`src/hdl/lceg_div.sv`:
```
// Pipelined restoring divider: one quotient bit per register stage.
// Carries a valid bit and a sideband tag alongside each operand pair.
`default_nettype none

module lceg_div #(
  parameter int unsigned DW = 32,
  parameter int unsigned VW = 13,
  parameter int unsigned TW = 1
) (
  input  wire logic          clk,
  input  wire logic          rst,
  input  wire logic          in_valid,
  input  wire logic [DW-1:0] in_num,
  input  wire logic [VW-1:0] in_den,
  input  wire logic [TW-1:0] in_tag,
  output logic               out_valid,
  output logic [DW-1:0]      out_quot,
  output logic [VW-1:0]      out_rem,
  output logic [TW-1:0]      out_tag
);

  logic          vld [1:DW];
  logic [VW-1:0] rem [1:DW];
  logic [DW-1:0] num [1:DW];
  logic [VW-1:0] den [1:DW];
  logic [TW-1:0] tag [1:DW];

  for (genvar s = 1; s <= DW; s++) begin : g_stage
    logic          pv;
    logic [VW-1:0] pr;
    logic [DW-1:0] pn;
    logic [VW-1:0] pd;
    logic [TW-1:0] pt;
    logic [VW:0]   trial;
    logic          ge;

    if (s == 1) begin : g_first
      assign pv = in_valid;
      assign pr = '0;
      assign pn = in_num;
      assign pd = in_den;
      assign pt = in_tag;
    end else begin : g_next
      assign pv = vld[s-1];
      assign pr = rem[s-1];
      assign pn = num[s-1];
      assign pd = den[s-1];
      assign pt = tag[s-1];
    end

    // Shift in the next dividend bit and trial-subtract
    assign trial = {pr, pn[DW-1]};
    assign ge    = trial >= {1'b0, pd};

    always_ff @(posedge clk) begin
      if (rst) begin
        vld[s] <= 1'b0;
      end else begin
        vld[s] <= pv;
      end
    end

    always_ff @(posedge clk) begin
      rem[s] <= ge ? VW'(trial - {1'b0, pd}) : trial[VW-1:0];
      num[s] <= {pn[DW-2:0], ge};
      den[s] <= pd;
      tag[s] <= pt;
    end
  end

  assign out_valid = vld[DW];
  assign out_quot  = num[DW];
  assign out_rem   = rem[DW];
  assign out_tag   = tag[DW];

endmodule

`default_nettype wire

```
`config.mk`:
```
export PLATFORM = sky130hd
export DESIGN_NAME = lceg_div
export DESIGN_NICKNAME = d
export VERILOG_FILES = /design/src/hdl/lceg_div.sv
export SDC_FILE = /design/constraint.sdc
export NUM_CORES = 2
export LEC_CHECK = 0
export BUFFER_PORTS_ARGS = -buffer_cell sky130_fd_sc_hd__buf_2
export CAP_MARGIN = 5
export CELL_PAD_IN_SITES_DETAIL_PLACEMENT = 0
export CELL_PAD_IN_SITES_GLOBAL_PLACEMENT = 2
export CORE_MARGIN = 8
export CORE_UTILIZATION = 42
export DETAILED_ROUTE_END_ITERATION = 6
export PLACE_DENSITY = 0.75
export REMOVE_ABC_BUFFERS = 1
export SLEW_MARGIN = 40
export SYNTH_ARGS = -nofsm -noshare
export SYNTH_HDL_FRONTEND = slang
export SYNTH_SLANG_ARGS = --single-unit
```
`constraint.sdc`:
```
create_clock -name clk -period 3.7 [get_ports clk]
set_input_delay 0.555 -clock clk [delete_from_list [all_inputs] [get_ports clk]]
set_output_delay 0.555 -clock clk [all_outputs]
set_load 0.01 [all_outputs]
```
==> results.yml <==
synth:
  synth_top_family_by_area: "compound AO/OA/AOI/OAI gates"
  yosys.area_share.simple_pct: 7.31
  yosys.area_share.adder_pct: 9.19
  syn-cell-area_mm2: 0.0619
  synth_edf_count: 0
  muxShareOfSynthArea_pct: 3.90
  synthFlopType: "dfxtp_1"
  synth-seq-cells: 1907
  synth_xor_area_share_pct: 4.09
  seq_area_frac_synth_pct: 61.7
  yosysWarnings: 0
  syn_inst: 5392
  async_reset_ff_share_pct: 0
  synth_area_per_cell_um2: 11.5
  synth_cell_types: 74
  synth_compound_area_share_pct: 10.1
drt:
  post-route-drc-count: 0
  wl_per_cell_um: 14.5
  drt_iter0_drc: 1425
  firstDrtPassIters: 5
  routed-via-count: 35800
  via_per_inst: 4.60
  routed_wl_um: 113000
  ant_nets: 0
clock_network:
  clock-sinks: 1907
  ctsResizeCount: 0
  cts.clk_slew.worst_paths_ns: 0.06
  clockBufferDepth: 3
  htree_num_levels: 4
  cts_tree: "built"
  cts_buffers: 189
  cts_hold_buf: 46
  clock-root-buffer: "clkbuf_16"
  clk_latency_ns: 0.80
  post_cts_buffers: 0
cells_and_area:
  final_cell_mix: "1,907 x dfxtp_1, 531 x inv_1, 405 x ha_1"
  area_growth_pct: 16.5
  fin_nets: 6168
  mostFrequentLayoutCell: "dfxtp_1"
  drive_above_1_share_pct: 11.8
power:
  sequentialPowerShare_pct: 41.2
  peakVddDrop_mv: 0.433
  power.density_mw_per_mm2: 901
  finalPower_mw: 65.0
  power.switching_mw: 19.6
  p_sw_share_pct: 30.2
  p_int_mw: 45.3
  leakagePower_nw: 32.7
  p_comb_share_pct: 27.7
  power_frac_clock_pct: 31.1
setup_path:
  worstPathArrival_ns: 3.90
  cp-start-kind: "flop"
  worstPathRequired_ns: 4.37
  end_kind: "flop"
  crit_fanout: 21
  crit_type: "flop to flop"
global_routing:
  antenna_found_initial: 3
  grt_max_degree: 33
  grt_pass1_wl_um: 184000
  grt_pass1_vias: 35800
  grt_overflow_total: 0
  grt_use_total_pct: 14.1
floorplanning:
  start_util_pct: 42.1
  io_pins: 96
  fp.dieW_um: 400
  dieArea_mm2: 0.160
  coreArea_mm2: 0.147
  fp.dieH_um: 400
  num_rows: 141
sta:
  timing.final.crit_share_pct: 87.2
  final.setup_skew_ns: 0.0536
  hold_viol_final: 0
  period_needed_ns: 3.22
  rsz0062_at_grt: "false"
  fmax_ghz: 0.310
  tightest_slew_ns: 0.795
  drv_slew: 0
  setup_violations: 0
  slew_headroom_pct: 47.0
  fin_tns_setup_ns: 0
placed_design:
  gp_congestion: 0.813
  post-dp-hpwl_um: 83300
  port_buffers: 95
min_path:
  hold_path.class: "input pin to flop"
job:
  maxCapViolCount: 0
outcome:
  outcome: "completed"
[synth_stat cells, types with 8 or more instances]
cell	instances	area [um^2]
dfxtp_1	1907	38200
inv_1	531	1990
ha_1	405	5070
nand2_1	314	1180
o21ai_0	273	1370
a21oi_1	264	1320
nor2_1	230	863
mux2_2	175	1970
xnor2_1	148	1300
xor2_1	141	1230
a21o_1	130	976
nor3_1	79	395
nand2b_1	74	463
nor2b_1	71	444
nand3_1	52	260
o21a_1	48	360
nand4_1	45	282
clkbuf_1	41	154
o21bai_1	34	255
a31oi_1	31	194
fa_1	31	621
mux2i_1	31	310
o31ai_1	24	180
buf_2	20	100
a211oi_1	19	143
and3_1	19	119
a211o_1	18	158
o211ai_1	18	135
nor4_1	17	106
or2_2	16	100
o31a_1	13	114
a21boi_0	11	82.6
a221oi_1	11	96.3
a21oi_2	9	78.8
o211a_1	9	90.1
o21ai_1	9	45.0
or4_1	9	67.6
mux2_4	8	120
[kinds of logic after synthesis]
kind of cell | count (synthesis)
DFF | 1907
buffers and inverters | 601
xor gates and xnor gates | 289
and+or+nand+nor | 958
muxes | 215
adders and majority gates | 436
AOI/OAI and AO/OA | 986
[final cells by class]
class                      count  area (um^2)
sequential                  1907        38200
clock inverter               100         1460
timing repair buffer         166         1120
multi-input combinational   2884        21500
fill                       13300        74900
antenna                        1         2.50
clock buffer                 253         5440
inverter                     535         2010
tap                         1930         2410
[per-stage QoR]
stage / hold slack (ns) / setup WS, ns / cell area (um^2) / std cells / util (%)
6_report: 0.0912 / 0.475 / 72100 / 7776 / 49.1
5_1_grt: 0.0478 / 0.242 / 72100 / 7775 / 49.1
4_1_cts: 0.00730 / 0.440 / 72100 / 7775 / 49.0
3_5_place_dp: 0.312 / 0.459 / 64700 / 7376 / 44.0
3_3_place_gp: 0.309 / 0.462 / 64700 / 7376 / 44.0
2_1_floorplan: 0.310 / 0.658 / 61600 / 5326 / -
[registers in the layout, indices dropped and copies added, names as in the netlist]
register / cells
den: 403
num: 1024
rem: 416
tag: 32
vld: 32
[worst paths after layout]
path                                           from                  end  slack [ns]  depth (start not counted)
worst max-delay path            den[0][325]$_DFF_P_   rem[26][6]$_DFF_P_        0.48                          9
worst min-delay path                     in_num[31]    rem[1][0]$_DFF_P_        0.09                          3
worst max register to register  den[0][325]$_DFF_P_   rem[26][6]$_DFF_P_        0.48                          9
worst min register to register  num[0][317]$_DFF_P_  num[0][350]$_DFF_P_        0.31                          0
[worst max-delay path, cell delays in order (launching register included)]
cell and delay, ns:
dfxtp_1 0.43, ha_1 0.21, inv_1 0.05, fa_1 0.41
a211oi_1 0.26, o21ai_1 0.12, a311oi_1 0.52, a32oi_1 0.24
a21o_1 0.48, mux2_2 0.38
[layer usage]
metal,track usage (%),vias up,wire length [um]
met5,0,-,0
met4,4.63,0,2970
met3,2.73,212,4260
met2,23.5,494,52500
met1,18.3,16400,53400
li1,-,18700,-
[power groups by stage]
stage / sequential (mW) / combinational (mW) / clock, mW
after floorplan: 26.4 / 14.1 / 0
after global placement: 27.4 / 17.9 / 0
after detailed placement: 27.3 / 17.9 / 0
after CTS: 26.9 / 18.1 / 21.0
after global routing: 27.2 / 20.4 / 21.8
final: 26.8 / 18.0 / 20.2
Power figures use the tool's default switching activity.
